<file path="src/rtl/hdlm_pkg.sv">
// ----------------------------------------------------------------------------
// hdlm_pkg
// Shared types, codes and helpers of the here-document delimiter line matcher.
// ----------------------------------------------------------------------------
package hdlm_pkg;

  // default delimiter capacity in bytes
  localparam int MAX_DELIM_DEFAULT = 32;

  // depth of the queue between front and back
  localparam int QUEUE_DEPTH = 4;

  // byte codes the front classifies
  localparam logic [7:0] CHAR_BSLASH  = 8'h5C;
  localparam logic [7:0] CHAR_TAB     = 8'h09;
  localparam logic [7:0] CHAR_NEWLINE = 8'h0A;

  // input kind codes
  localparam logic KIND_BODY = 1'b0;
  localparam logic KIND_END  = 1'b1;

  // result status codes
  localparam logic [1:0] STATUS_BODY  = 2'd0;
  localparam logic [1:0] STATUS_DELIM = 2'd1;
  localparam logic [1:0] STATUS_UNTERM = 2'd2;

  // configuration register indexes
  localparam logic [2:0] REG_DELIM_WORD0 = 3'd0;
  localparam logic [2:0] REG_DELIM_WORD1 = 3'd1;
  localparam logic [2:0] REG_DELIM_WORD2 = 3'd2;
  localparam logic [2:0] REG_DELIM_WORD3 = 3'd3;
  localparam logic [2:0] REG_DELIM_LENGTH = 3'd4;
  localparam logic [2:0] REG_TAB_STRIP   = 3'd5;
  localparam logic [2:0] REG_DELIM_QUOTED = 3'd6;

  // classified input item
  typedef struct packed {
    logic       kind;
    logic [7:0] data_byte;
    logic       is_newline;
    logic       is_tab;
    logic       is_bslash;
  } item_t;

  // configuration write
  typedef struct packed {
    logic        valid;
    logic [2:0]  index;
    logic [63:0] data;
  } cfg_wr_t;

  // saturating 16-bit add
  function automatic logic [15:0] sat_add16(input logic [15:0] a, input logic [15:0] b);
    logic [16:0] s;
    s = {1'b0, a} + {1'b0, b};
    return s[16] ? 16'hFFFF : s[15:0];
  endfunction

endpackage

</file>
<file path="src/rtl/hdlm_front.sv">
// ----------------------------------------------------------------------------
// hdlm_front
// Accepts input items and classifies each byte before it enters the queue.
// ----------------------------------------------------------------------------
module hdlm_front import hdlm_pkg::*; (
  input  logic       clk,
  input  logic       rst,
  input  logic       s_tvalid,
  output logic       s_tready,
  input  logic [7:0] s_tdata,   // data_byte
  input  logic       s_tuser,   // kind
  output logic       push,
  output item_t      push_item,
  input  logic       push_ready
);

  logic  held;
  item_t item;

  assign s_tready  = !held || push_ready;
  assign push      = held && push_ready;
  assign push_item = item;

  // holding register with byte classification
  always_ff @(posedge clk) begin
    if (rst) begin
      held <= 1'b0;
    end else if (s_tvalid && s_tready) begin
      held <= 1'b1;
    end else if (push) begin
      held <= 1'b0;
    end
    if (s_tvalid && s_tready) begin
      item.kind       <= s_tuser;
      item.data_byte  <= s_tdata;
      item.is_newline <= (s_tdata == CHAR_NEWLINE);
      item.is_tab     <= (s_tdata == CHAR_TAB);
      item.is_bslash  <= (s_tdata == CHAR_BSLASH);
    end
  end

endmodule

</file>
<file path="src/rtl/hdlm_queue.sv">
// ----------------------------------------------------------------------------
// hdlm_queue
// Short queue of classified items between the front and the back.
// ----------------------------------------------------------------------------
module hdlm_queue import hdlm_pkg::*; (
  input  logic  clk,
  input  logic  rst,
  input  logic  push,
  input  item_t push_item,
  output logic  push_ready,
  input  logic  pop,
  output logic  pop_valid,
  output item_t pop_item
);

  localparam int PTR_W = $clog2(QUEUE_DEPTH);
  localparam int CNT_W = $clog2(QUEUE_DEPTH + 1);

  item_t              slots [QUEUE_DEPTH];
  logic [PTR_W-1:0]   wr_ptr;
  logic [PTR_W-1:0]   rd_ptr;
  logic [CNT_W-1:0]   count;

  assign push_ready = (count != CNT_W'(QUEUE_DEPTH));
  assign pop_valid  = (count != '0);
  assign pop_item   = slots[rd_ptr];

  // pointers and fill count
  always_ff @(posedge clk) begin
    if (rst) begin
      wr_ptr <= '0;
      rd_ptr <= '0;
      count  <= '0;
    end else begin
      if (push) wr_ptr <= wr_ptr + 1'b1;
      if (pop)  rd_ptr <= rd_ptr + 1'b1;
      if (push && !pop) begin
        count <= count + 1'b1;
      end else if (pop && !push) begin
        count <= count - 1'b1;
      end
    end
  end

  // item storage
  always_ff @(posedge clk) begin
    if (push) slots[wr_ptr] <= push_item;
  end

endmodule

</file>
<file path="src/rtl/hdlm_back.sv">
// ----------------------------------------------------------------------------
// hdlm_back
// Line engine: joining, tab stripping, delimiter compare and result register.
// ----------------------------------------------------------------------------
module hdlm_back import hdlm_pkg::*; #(
  parameter int MAX_DELIM = MAX_DELIM_DEFAULT
) (
  input  logic        clk,
  input  logic        rst,
  input  cfg_wr_t     cfg_wr,
  input  logic        pop_valid,
  input  item_t       pop_item,
  output logic        pop,
  output logic        m_tvalid,
  input  logic        m_tready,
  output logic [15:0] m_tdata,   // candidate_bytes
  output logic [1:0]  m_tuser    // status
);

  localparam int         IDX_W   = (MAX_DELIM > 1) ? $clog2(MAX_DELIM) : 1;
  localparam logic [5:0] MAX_LEN = 6'(MAX_DELIM);

  // configuration
  logic [MAX_DELIM-1:0][7:0] delim;
  logic [5:0]                delim_length;
  logic                      tab_strip;
  logic                      delim_quoted;

  // line state
  logic [5:0]  logical_pos,    logical_pos_next;
  logic        mismatch_valid, mismatch_valid_next;
  logic [5:0]  mismatch_pos,   mismatch_pos_next;
  logic        backslash_odd,  backslash_odd_next;
  logic        in_leading_tabs, in_leading_tabs_next;
  logic [15:0] physical_count, physical_count_next;
  logic [15:0] group_count,    group_count_next;

  logic        res_valid;
  logic [1:0]  res_status;
  logic [15:0] res_count;

  logic [5:0]  eff_len;
  logic        line_match;
  logic [15:0] phys_inc;
  logic [5:0]  pos_dec;
  logic [7:0]  delim_at_pos;

  // delimiter byte registers, only bytes below capacity are kept
  always_ff @(posedge clk) begin
    if (rst) begin
      delim <= '0;
    end else if (cfg_wr.valid) begin
      for (int k = 0; k < MAX_DELIM; k++) begin
        if (cfg_wr.index == 3'(k >> 3)) delim[k] <= cfg_wr.data[8 * (k & 7) +: 8];
      end
    end
  end

  // scalar configuration registers
  always_ff @(posedge clk) begin
    if (rst) begin
      delim_length <= '0;
      tab_strip    <= 1'b0;
      delim_quoted <= 1'b0;
    end else if (cfg_wr.valid) begin
      case (cfg_wr.index)
        REG_DELIM_LENGTH: delim_length <= cfg_wr.data[5:0];
        REG_TAB_STRIP:    tab_strip    <= cfg_wr.data[0];
        REG_DELIM_QUOTED: delim_quoted <= cfg_wr.data[0];
        default: ;
      endcase
    end
  end

  assign pop          = pop_valid && (!m_tvalid || m_tready);
  assign eff_len      = (delim_length > MAX_LEN) ? MAX_LEN : delim_length;
  assign line_match   = !mismatch_valid && (logical_pos == eff_len);
  assign phys_inc     = sat_add16(physical_count, 16'd1);
  assign pos_dec      = (logical_pos != '0) ? logical_pos - 6'd1 : logical_pos;
  assign delim_at_pos = delim[logical_pos[IDX_W-1:0]];

  // next line state and result of the popped item
  always_comb begin
    logical_pos_next     = logical_pos;
    mismatch_valid_next  = mismatch_valid;
    mismatch_pos_next    = mismatch_pos;
    backslash_odd_next   = backslash_odd;
    in_leading_tabs_next = in_leading_tabs;
    physical_count_next  = physical_count;
    group_count_next     = group_count;
    res_valid            = 1'b0;
    res_status           = STATUS_BODY;
    res_count            = sat_add16(group_count, physical_count);

    if (pop_item.kind == KIND_END) begin
      // end of input closes any pending group
      res_valid  = 1'b1;
      res_status = (physical_count != '0 && line_match) ? STATUS_DELIM : STATUS_UNTERM;
    end else if (pop_item.is_newline) begin
      if (!delim_quoted && backslash_odd) begin
        // continuation: drop the last backslash and undo its compare
        logical_pos_next = pos_dec;
        if (mismatch_valid && mismatch_pos == pos_dec) mismatch_valid_next = 1'b0;
        group_count_next     = sat_add16(group_count, phys_inc);
        physical_count_next  = '0;
        backslash_odd_next   = 1'b0;
        in_leading_tabs_next = (pos_dec == '0);
      end else begin
        res_valid  = 1'b1;
        res_status = line_match ? STATUS_DELIM : STATUS_BODY;
        res_count  = sat_add16(group_count, phys_inc);
      end
    end else begin
      physical_count_next = phys_inc;
      if (!(in_leading_tabs && pop_item.is_tab && tab_strip)) begin
        in_leading_tabs_next = 1'b0;
        if (!mismatch_valid &&
            ((logical_pos >= eff_len) || (pop_item.data_byte != delim_at_pos))) begin
          mismatch_valid_next = 1'b1;
          mismatch_pos_next   = logical_pos;
        end
        if (logical_pos < 6'd63) logical_pos_next = logical_pos + 6'd1;
        backslash_odd_next = pop_item.is_bslash ? !backslash_odd : 1'b0;
      end
    end

    // any result starts a fresh line
    if (res_valid) begin
      logical_pos_next     = '0;
      mismatch_valid_next  = 1'b0;
      mismatch_pos_next    = '0;
      backslash_odd_next   = 1'b0;
      in_leading_tabs_next = 1'b1;
      physical_count_next  = '0;
      group_count_next     = '0;
    end
  end

  // line state and output register
  always_ff @(posedge clk) begin
    if (rst) begin
      logical_pos     <= '0;
      mismatch_valid  <= 1'b0;
      mismatch_pos    <= '0;
      backslash_odd   <= 1'b0;
      in_leading_tabs <= 1'b1;
      physical_count  <= '0;
      group_count     <= '0;
      m_tvalid        <= 1'b0;
    end else begin
      if (pop) begin
        logical_pos     <= logical_pos_next;
        mismatch_valid  <= mismatch_valid_next;
        mismatch_pos    <= mismatch_pos_next;
        backslash_odd   <= backslash_odd_next;
        in_leading_tabs <= in_leading_tabs_next;
        physical_count  <= physical_count_next;
        group_count     <= group_count_next;
      end
      if (pop && res_valid) begin
        m_tvalid <= 1'b1;
      end else if (m_tready) begin
        m_tvalid <= 1'b0;
      end
    end
    if (pop && res_valid) begin
      m_tdata <= res_count;
      m_tuser <= res_status;
    end
  end

endmodule

</file>
<file path="src/rtl/heredoc_delimiter_line_matcher.sv">
// ----------------------------------------------------------------------------
// heredoc_delimiter_line_matcher
// Finds the closing delimiter line of a here-document body, byte by byte.
// ----------------------------------------------------------------------------
// Usage:
//   s_* channel takes one item per byte: tuser is the kind (body byte or end
//   of input), tdata the raw byte. m_* channel gives one item per finished
//   logical line or end of input: tuser the status, tdata the raw byte count
//   of the line group (saturating at 65535).
//   cfg_* writes the delimiter words, length, tab stripping and quoting; it
//   is always ready; the user must write it only while the block is idle,
//   which the block itself does not enforce.
// Path: an item passes the front register, the queue and the back register.
// Throughput: one item per cycle unless m_* stalls, set by the line state
//   update in the back engine; bytes that end no line give no output item.
// Reset: rst clears the configuration to zero, empties the queue and starts
//   a fresh line with leading-tab stripping armed.
// Stall: a held result on m_* stops the back engine; the queue and the front
//   register keep taking items until they fill, then s_tready drops.
// ----------------------------------------------------------------------------
module heredoc_delimiter_line_matcher import hdlm_pkg::*; #(
  parameter int MAX_DELIM = MAX_DELIM_DEFAULT
) (
  input  logic        clk,
  input  logic        rst,
  input  logic        s_tvalid,
  output logic        s_tready,
  input  logic [7:0]  s_tdata,    // data_byte
  input  logic        s_tuser,    // kind
  output logic        m_tvalid,
  input  logic        m_tready,
  output logic [15:0] m_tdata,    // candidate_bytes
  output logic [1:0]  m_tuser,    // status
  input  logic        cfg_valid,
  output logic        cfg_ready,
  input  logic [2:0]  cfg_index,
  input  logic [63:0] cfg_data
);

  logic    push, push_ready, pop, pop_valid;
  item_t   push_item, pop_item;
  cfg_wr_t cfg_wr;

  // configuration writes are taken every cycle
  assign cfg_ready    = 1'b1;
  assign cfg_wr.valid = cfg_valid;
  assign cfg_wr.index = cfg_index;
  assign cfg_wr.data  = cfg_data;

  hdlm_front u_front (
    .clk        (clk),
    .rst        (rst),
    .s_tvalid   (s_tvalid),
    .s_tready   (s_tready),
    .s_tdata    (s_tdata),
    .s_tuser    (s_tuser),
    .push       (push),
    .push_item  (push_item),
    .push_ready (push_ready)
  );

  hdlm_queue u_queue (
    .clk        (clk),
    .rst        (rst),
    .push       (push),
    .push_item  (push_item),
    .push_ready (push_ready),
    .pop        (pop),
    .pop_valid  (pop_valid),
    .pop_item   (pop_item)
  );

  hdlm_back #(
    .MAX_DELIM (MAX_DELIM)
  ) u_back (
    .clk       (clk),
    .rst       (rst),
    .cfg_wr    (cfg_wr),
    .pop_valid (pop_valid),
    .pop_item  (pop_item),
    .pop       (pop),
    .m_tvalid  (m_tvalid),
    .m_tready  (m_tready),
    .m_tdata   (m_tdata),
    .m_tuser   (m_tuser)
  );

endmodule

</file>
<file path="config.mk">
export PLATFORM = sky130hd
export DESIGN_NAME = heredoc_delimiter_line_matcher
export DESIGN_NICKNAME = d
export VERILOG_FILES = /design/src/rtl/hdlm_pkg.sv /design/src/rtl/hdlm_front.sv /design/src/rtl/hdlm_queue.sv /design/src/rtl/hdlm_back.sv /design/src/rtl/heredoc_delimiter_line_matcher.sv
export SDC_FILE = /design/constraint.sdc
export NUM_CORES = 1
export LEC_CHECK = 0
export ABC_AREA = 0
export BUFFER_PORTS_ARGS = -buffer_cell sky130_fd_sc_hd__buf_2
export CORE_UTILIZATION = 57
export CTS_CLUSTER_DIAMETER = 80
export DETAILED_ROUTE_END_ITERATION = 10
export PLACE_DENSITY = 0.75
export SLEW_MARGIN = 25
export SYNTH_ARGS = -nofsm -noshare
export SYNTH_HDL_FRONTEND = slang
export SYNTH_SLANG_ARGS = --single-unit
</file>
<file path="constraint.sdc">
create_clock -name clk -period 6.2 [get_ports clk]
set_input_delay 0.62 -clock clk [delete_from_list [all_inputs] [get_ports clk]]
set_output_delay 0.62 -clock clk [all_outputs]
set_load 0.005 [all_outputs]
</file>
; Word level (Yosys, flattened, before mapping)
; Memory sizes are Yosys's and may differ from the RTL's. A register that Yosys moved wholly into a read port is not among the register bits.
; Index checks and enable logic that the tools add are counted.
[word_totals]
reg_bits = 350
latchBits = 0
ramBits = 48
rom_bits = 0
in_bits = 81
output_inout_bits = 21
elab_cells = 201
n_memories = 1
[op_classes]
add_sub_neg = 9
mul = 0
n_div = 0
n_lt_le_gt_ge = 4
n_eq_ne = 19
n_shift = 0
n_mux = 65
bitwise = 0
reduce_logical = 49
[memory_table]
columns = memory, words, width, read_ports, rd_ports_with_merged_regs, write_ports, line
row1 = u_queue.slots, 4, 12, 1, 1, 1, hdlm_queue.sv:19  ; item_t slots [QUEUE_DEPTH];
[op_table]
columns = op, n
row1 = 16-bit 2-to-1 mux, 14
row2 = 6-bit 2-to-1 mux, 13
row3 = 8-bit binary-select mux with 5-bit select, 1
row4 = 16-bit by 16-bit adder with 17-bit output, 2
row5 = 1-bit 2-to-1 mux, 28
row6 = 16-bit by 1-bit adder with 17-bit output (second input constant), 1
row7 = 8-bit by 4-bit == test with 1-bit output (second input constant), 2
row8 = 16-bit nonzero test, 1
row9 = 2-bit AND reduction, 7
row10 = 1-bit logical AND, 13
row11 = 6-bit == test, 2
row12 = 2-bit 2-to-1 mux, 6
row13 = 2-bit nonzero test, 6
row14 = 5-bit AND reduction, 2
row15 = 3-bit == test (second input constant), 3
row16 = 3-bit nonzero test, 3
row17 = 8-bit by 7-bit == test with 1-bit output (second input constant), 1
row18 = 8-bit 2-to-1 mux, 1
row19 = 8-bit != test, 1
row20 = 4-bit AND reduction, 2
row21 = 1-bit logical NOT, 7
row22 = 6-bit by 1-bit adder with 6-bit output (second input constant), 1
row23 = 3-bit by 2-bit == test with 1-bit output (second input constant), 2
row24 = 6-bit greater-or-equal comparator, 1
row25 = other kinds (19), 26

; Longest topological paths before layout
[logic_depth]
word_depth = 10
depth_mapped = 22
ltp_nobuf = 19

; Modules after synthesis
; From an unflattened synthesis, not the netlist that was laid out.
[unflattened]
hier_cells = 2088
area_unflattened_um2 = 18835.6
[by_module_without_submodules]
columns = module, instances, cells_each, area_per_inst_um2, seq_area_each_um2
row1 = hdlm_back, 1, 1953, 16186.8, 6786.5
row2 = hdlm_queue, 1, 107, 2165.8, 1621.6
row3 = hdlm_front, 1, 26, 471.7, 380.4
row4 = heredoc_delimiter_line_matcher, 1, 2, 11.3, 0.0

; Worst setup path before layout
; No wires, ideal clock.
[synth_timing]
path_kind = reg2reg
from = register u_back.physical_count[2]
to = register u_back.m_tdata[10] (data pin)
setup_ns = 0.256
arrival_ns = 4.134
required_ns = 5.944
path_slack_ns = 1.810
stages_incl_launch_ff = 22
path_buffers = 4
synth_period_minus_slack_ns = 4.390
path_cell_list = dfxtp_1 clkbuf_1 and4_1 nand4_1 nor2_1 and2_1 and3_1 nand2b_1 clkbuf_1 clkbuf_1 nand2_1 ha_1 nor2b_1 o21a_1 o21ai_0 a21oi_1 o211a_1 o31a_1 o21ai_0 nand2_1 clkbuf_1 o22a_1
[synth_between]
elab_chain_cells = 7
elab_cells_between_ends = 9
cone_classes = add/sub (3) / mux (6)
[synth_rtl]
columns = element, line
row1 = from (decl), hdlm_back.sv:35  ; logic [15:0] physical_count, physical_count_next;
row2 = from (signal assigned), hdlm_back.sv:157  ; physical_count <= physical_count_next;
row3 = 16-bit by 1-bit adder with 17-bit output, hdlm_pkg.sv:55  ; s = {1'b0, a} + {1'b0, b};
row4 = 16-bit 2-to-1 mux, hdlm_pkg.sv:56  ; return s[16] ? 16'hFFFF : s[15:0];
row5 = 16-bit by 16-bit adder with 17-bit output, hdlm_pkg.sv:55
row6 = 16-bit 2-to-1 mux, hdlm_pkg.sv:56
row7 = 16-bit 2-to-1 mux, hdlm_back.sv:100  ; if (!delim_quoted && backslash_odd) begin
row8 = 16-bit 2-to-1 mux, hdlm_back.sv:99  ; end else if (pop_item.is_newline) begin
row9 = 16-bit 2-to-1 mux *, hdlm_back.sv:95  ; if (pop_item.kind == KIND_END) begin
row10 = via u_back.res_count[10], hdlm_back.sv:40  ; logic [15:0] res_count;
row11 = to (signal assigned), hdlm_back.sv:167  ; m_tdata <= res_count;
row12 = to (decl), hdlm_back.sv:16  ; output logic [15:0] m_tdata,
; The timed path passes the listed nets; every way through them passes the cells marked *.
; A chain may end at the register's enable or synchronous reset.

; Final worst setup path
[layout_timing]
from = register u_back.physical_count[0]
to = register u_back.m_tdata[0] (data pin)
; Same word-level chain as after synthesis.

==> impl_metrics.env <==
export IMPL_synth_top_family_by_area="simple AND/OR/NAND/NOR gates"
export IMPL_synth_fa_ha_area_share_pct=3.568
export IMPL_grt_pass1_wl_mm=77.89
export IMPL_initial_utilization_pct=58.38
export IMPL_synthToLayoutAreaGrowth_pct=11.36
export IMPL_final_cell_mix="nand2_1 (559), dfxtp_1 (319), a21oi_1 (301), buf_2 (99), edfxtp_1 (78)"
export IMPL_placed_cells=2410
export IMPL_timing_final_ws_setup_ns=1.055
export IMPL_pwr_share_clk_pct=36.1
export IMPL_synthTopCellsByArea="dfxtp_1 (35%), edfxtp_1 (13%), nand2_1 (11%)"
export IMPL_route_vias_total=15210
export IMPL_place_congestion=0.8854
export IMPL_rsz0062_at_grt="no"
export IMPL_synth_cell_type_count=63
export IMPL_yosysWarnings=0
export IMPL_final_common_cell="nand2_1"
export IMPL_port_buffers=100
export IMPL_synthFlopType="dfxtp_1"
export IMPL_leakage_uw=0.007345
export IMPL_setup_viol=0
export IMPL_hold_viol_final=0
export IMPL_seqPwrFrac_pct=42.4
export IMPL_synth_seq_cells=400
export IMPL_htreeDepth=2
export IMPL_numClockSinks=400
export IMPL_clockRootBuffer="clkbuf_16"
export IMPL_endpoint_kind="flop"
export IMPL_clk_pin_slew_worst_paths_ns=0.06
export IMPL_synthSimpleGateAreaFrac_pct=17.37
export IMPL_final_setup_skew_ns=0.01349
export IMPL_grt_pass1_vias=14400
export IMPL_ys_seq_area_share_pct=47.46
export IMPL_crit_type="reg2reg"
export IMPL_max_freq_mhz=194.4
export IMPL_timing_final_crit_share_pct=82.98
export IMPL_num_io_pins=102
export IMPL_setup_tns_ns=0
export IMPL_first_iter_violations=1546
export IMPL_hp_class="in2reg"
export IMPL_pre_cts_ws_ns=1.175
export IMPL_syn_area_sq_um=18520
export IMPL_worstPathRequired_ns=6.48
export IMPL_drv_slew=0
export IMPL_synth_area_per_cell_sq_um=9.144
export IMPL_worstPathArrival_ns=5.42
export IMPL_pwr_share_comb_pct=21.5
export IMPL_cts_tree="built"
export IMPL_cp_start_kind="flop"
export IMPL_grt_ovfl_total=0
export IMPL_drive_above_1_share_pct=13.09
export IMPL_max_vdd_ir_drop_uv=211.9
export IMPL_die_width_microns=182.2
export IMPL_drc=0
export IMPL_track_usage_pct=29.84
export IMPL_fin_nets=2184
export IMPL_ant_nets=0
export IMPL_syn_nets=2157
export IMPL_yosysTopAreaCell="dfxtp_1"
export IMPL_antenna_found_initial=3
export IMPL_timing_max_cap_violations=0
export IMPL_status="finished clean"
export IMPL_synth_edf_count=78
export IMPL_core_sq_um=31720
export IMPL_p_sw_share_pct=30.23
export IMPL_drt_wirelength_per_cell_microns=19.77
export IMPL_total_power_uw=7197
export IMPL_clockBufferDepth=3
export IMPL_fin_crit_ns=5.145
export IMPL_final_cells=2489
export IMPL_p_int_uw=5021
export IMPL_core_rowCount=65
export IMPL_synth_async_reset_ratio_pct=0
export IMPL_dieArea_sq_um=33210
export IMPL_power_density_nw_per_um2=349.0
export IMPL_first_pass_iters=5
export IMPL_syn_inst=2025
export IMPL_synth_top_area_share_pct=34.81
export IMPL_clock_latency_ns=0.54
export IMPL_totalWireLength_mm=49.21
export IMPL_switchingPower_uw=2176
export IMPL_die_y_microns=182.2
export IMPL_worst_pin_slew_ns=1.202
export IMPL_slew_headroom_pct=19.83
export IMPL_cts_inserted_buffers=42
export IMPL_path_max_fanout=19
export IMPL_dp_hpwl_mm=32.37
export IMPL_cts_hold_buffers=0
export IMPL_cts_resized=0
export IMPL_grt_max_degree=238
export IMPL_cts_setup_buffers=0
export IMPL_yosys_mux_area_fraction_pct=9.987
export IMPL_vias_per_cell=6.109
export IMPL_synth_xor_area_share_pct=2.554
export IMPL_synth_compound_area_share_pct=15.31
==> flip-flops by register name (all words and copies together), names as in the netlist, named ones only <==
register,count
u_back.backslash_odd,1
u_back.delim,256
u_back.delim_length,6
u_back.delim_quoted,1
u_back.group_count,16
u_back.in_leading_tabs,1
u_back.logical_pos,6
u_back.m_tdata,16
u_back.m_tuser,2
u_back.m_tvalid,1
u_back.mismatch_pos,6
u_back.mismatch_valid,1
u_back.physical_count,16
u_back.tab_strip,1
u_front.held,1
u_front.push_item,12
u_queue.count,3
u_queue.rd_ptr,2
u_queue.slots,48
u_queue.wr_ptr,2
==> critical path: stages, from the launching register on <==
cell and delay [ns]:
dfxtp_1 0.50, ha_1 0.35, nand4_1 0.18, nor2_1 0.21, and2_1 0.21, and3_1 0.24, nand2b_1 0.42, nand2_1 0.18
ha_1 0.28, nor2b_1 0.15, o21a_1 0.17, o21ai_0 0.27, a21oi_1 0.18, o211a_1 0.30, o31a_1 0.29, o21ai_0 0.19
nand2_1 0.39, o22a_1 0.36
==> cell families (layout without fill, tap and decap cells) <==
family                   count (synthesis)  after routing
AO/OA/AOI/OAI                          474            474
XOR/XNOR                                54             54
adder cells (fa/ha/maj)                 51             51
buffers and inverters                  165            225
flip-flops                             400            400
multiplexers                           107            107
other                                    1              3
AND/OR/NAND/NOR                        773            773
==> final cells by class <==
cell class,count,area [sq um]
Clock inverter,9,112.6
Inverter,28,105.1
Fill cell,2563,11100
Tap cell,402,503.0
Multi-Input combinational cell,1460,9074
Sequential cell,400,8795
Clock buffer,68,1341
Timing Repair Buffer,120,684.4
Antenna cell,2,5.005
==> power by group through the flow <==
stage          Clock, uW  Combinational [uW]  Sequential [uW]
2_1_floorplan          0                1140             2990
3_3_place_gp           0                1490             3100
3_5_place_dp           0                1510             3110
4_1_cts             2630                1530             3050
5_1_grt             2730                1680             3080
6_report            2600                1550             3050
==> stage by stage <==
step | hold WS [ns] | utilization [%] | cell area (sq um)
floorplan | 0.4331 | - | 18520
global placement | 0.4384 | 60.37 | 19150
detailed placement | 0.4433 | 60.39 | 19150
CTS | 0.2459 | 64.97 | 20610
global route | 0.2502 | 65.01 | 20620
finish | 0.2680 | 65.01 | 20620
==> synthesized netlist by cell type, types with 15 or more instances <==
library cell / number
mux4_2: 62
clkbuf_1: 103
o22a_1: 15
mux2i_1: 43
a221o_1: 15
a21oi_1: 302
nand2b_1: 16
a22oi_1: 27
nand2_1: 561
ha_1: 48
xnor2_1: 37
buf_1: 17
dfxtp_1: 322
o21ai_0: 23
nand3_1: 22
xor2_1: 17
inv_1: 28
edfxtp_1: 78
nor2_1: 77
nor3_1: 25
==> final timing paths <==
path,start,end,slack (ns),depth (start not counted)
setup / recovery,u_back.physical_count[0],u_back.m_tdata[0],1.06,17
hold / removal,s_tuser,u_front.push_item[11],0.27,1
setup reg to reg,u_back.physical_count[0],u_back.m_tdata[0],1.06,17
hold reg to reg,u_back.delim[118],u_back.delim[118],0.45,2
==> per-layer routing <==
metal,track usage (%),part of all wire [%],up-vias
met4,7.899,2.1,0
met3,5.847,9.2,77
li1,-,-,7160
met5,0,0,-
met1,42.51,43,7389
met2,46.53,45,579
No activity file was read; power rests on OpenSTA's default activity.
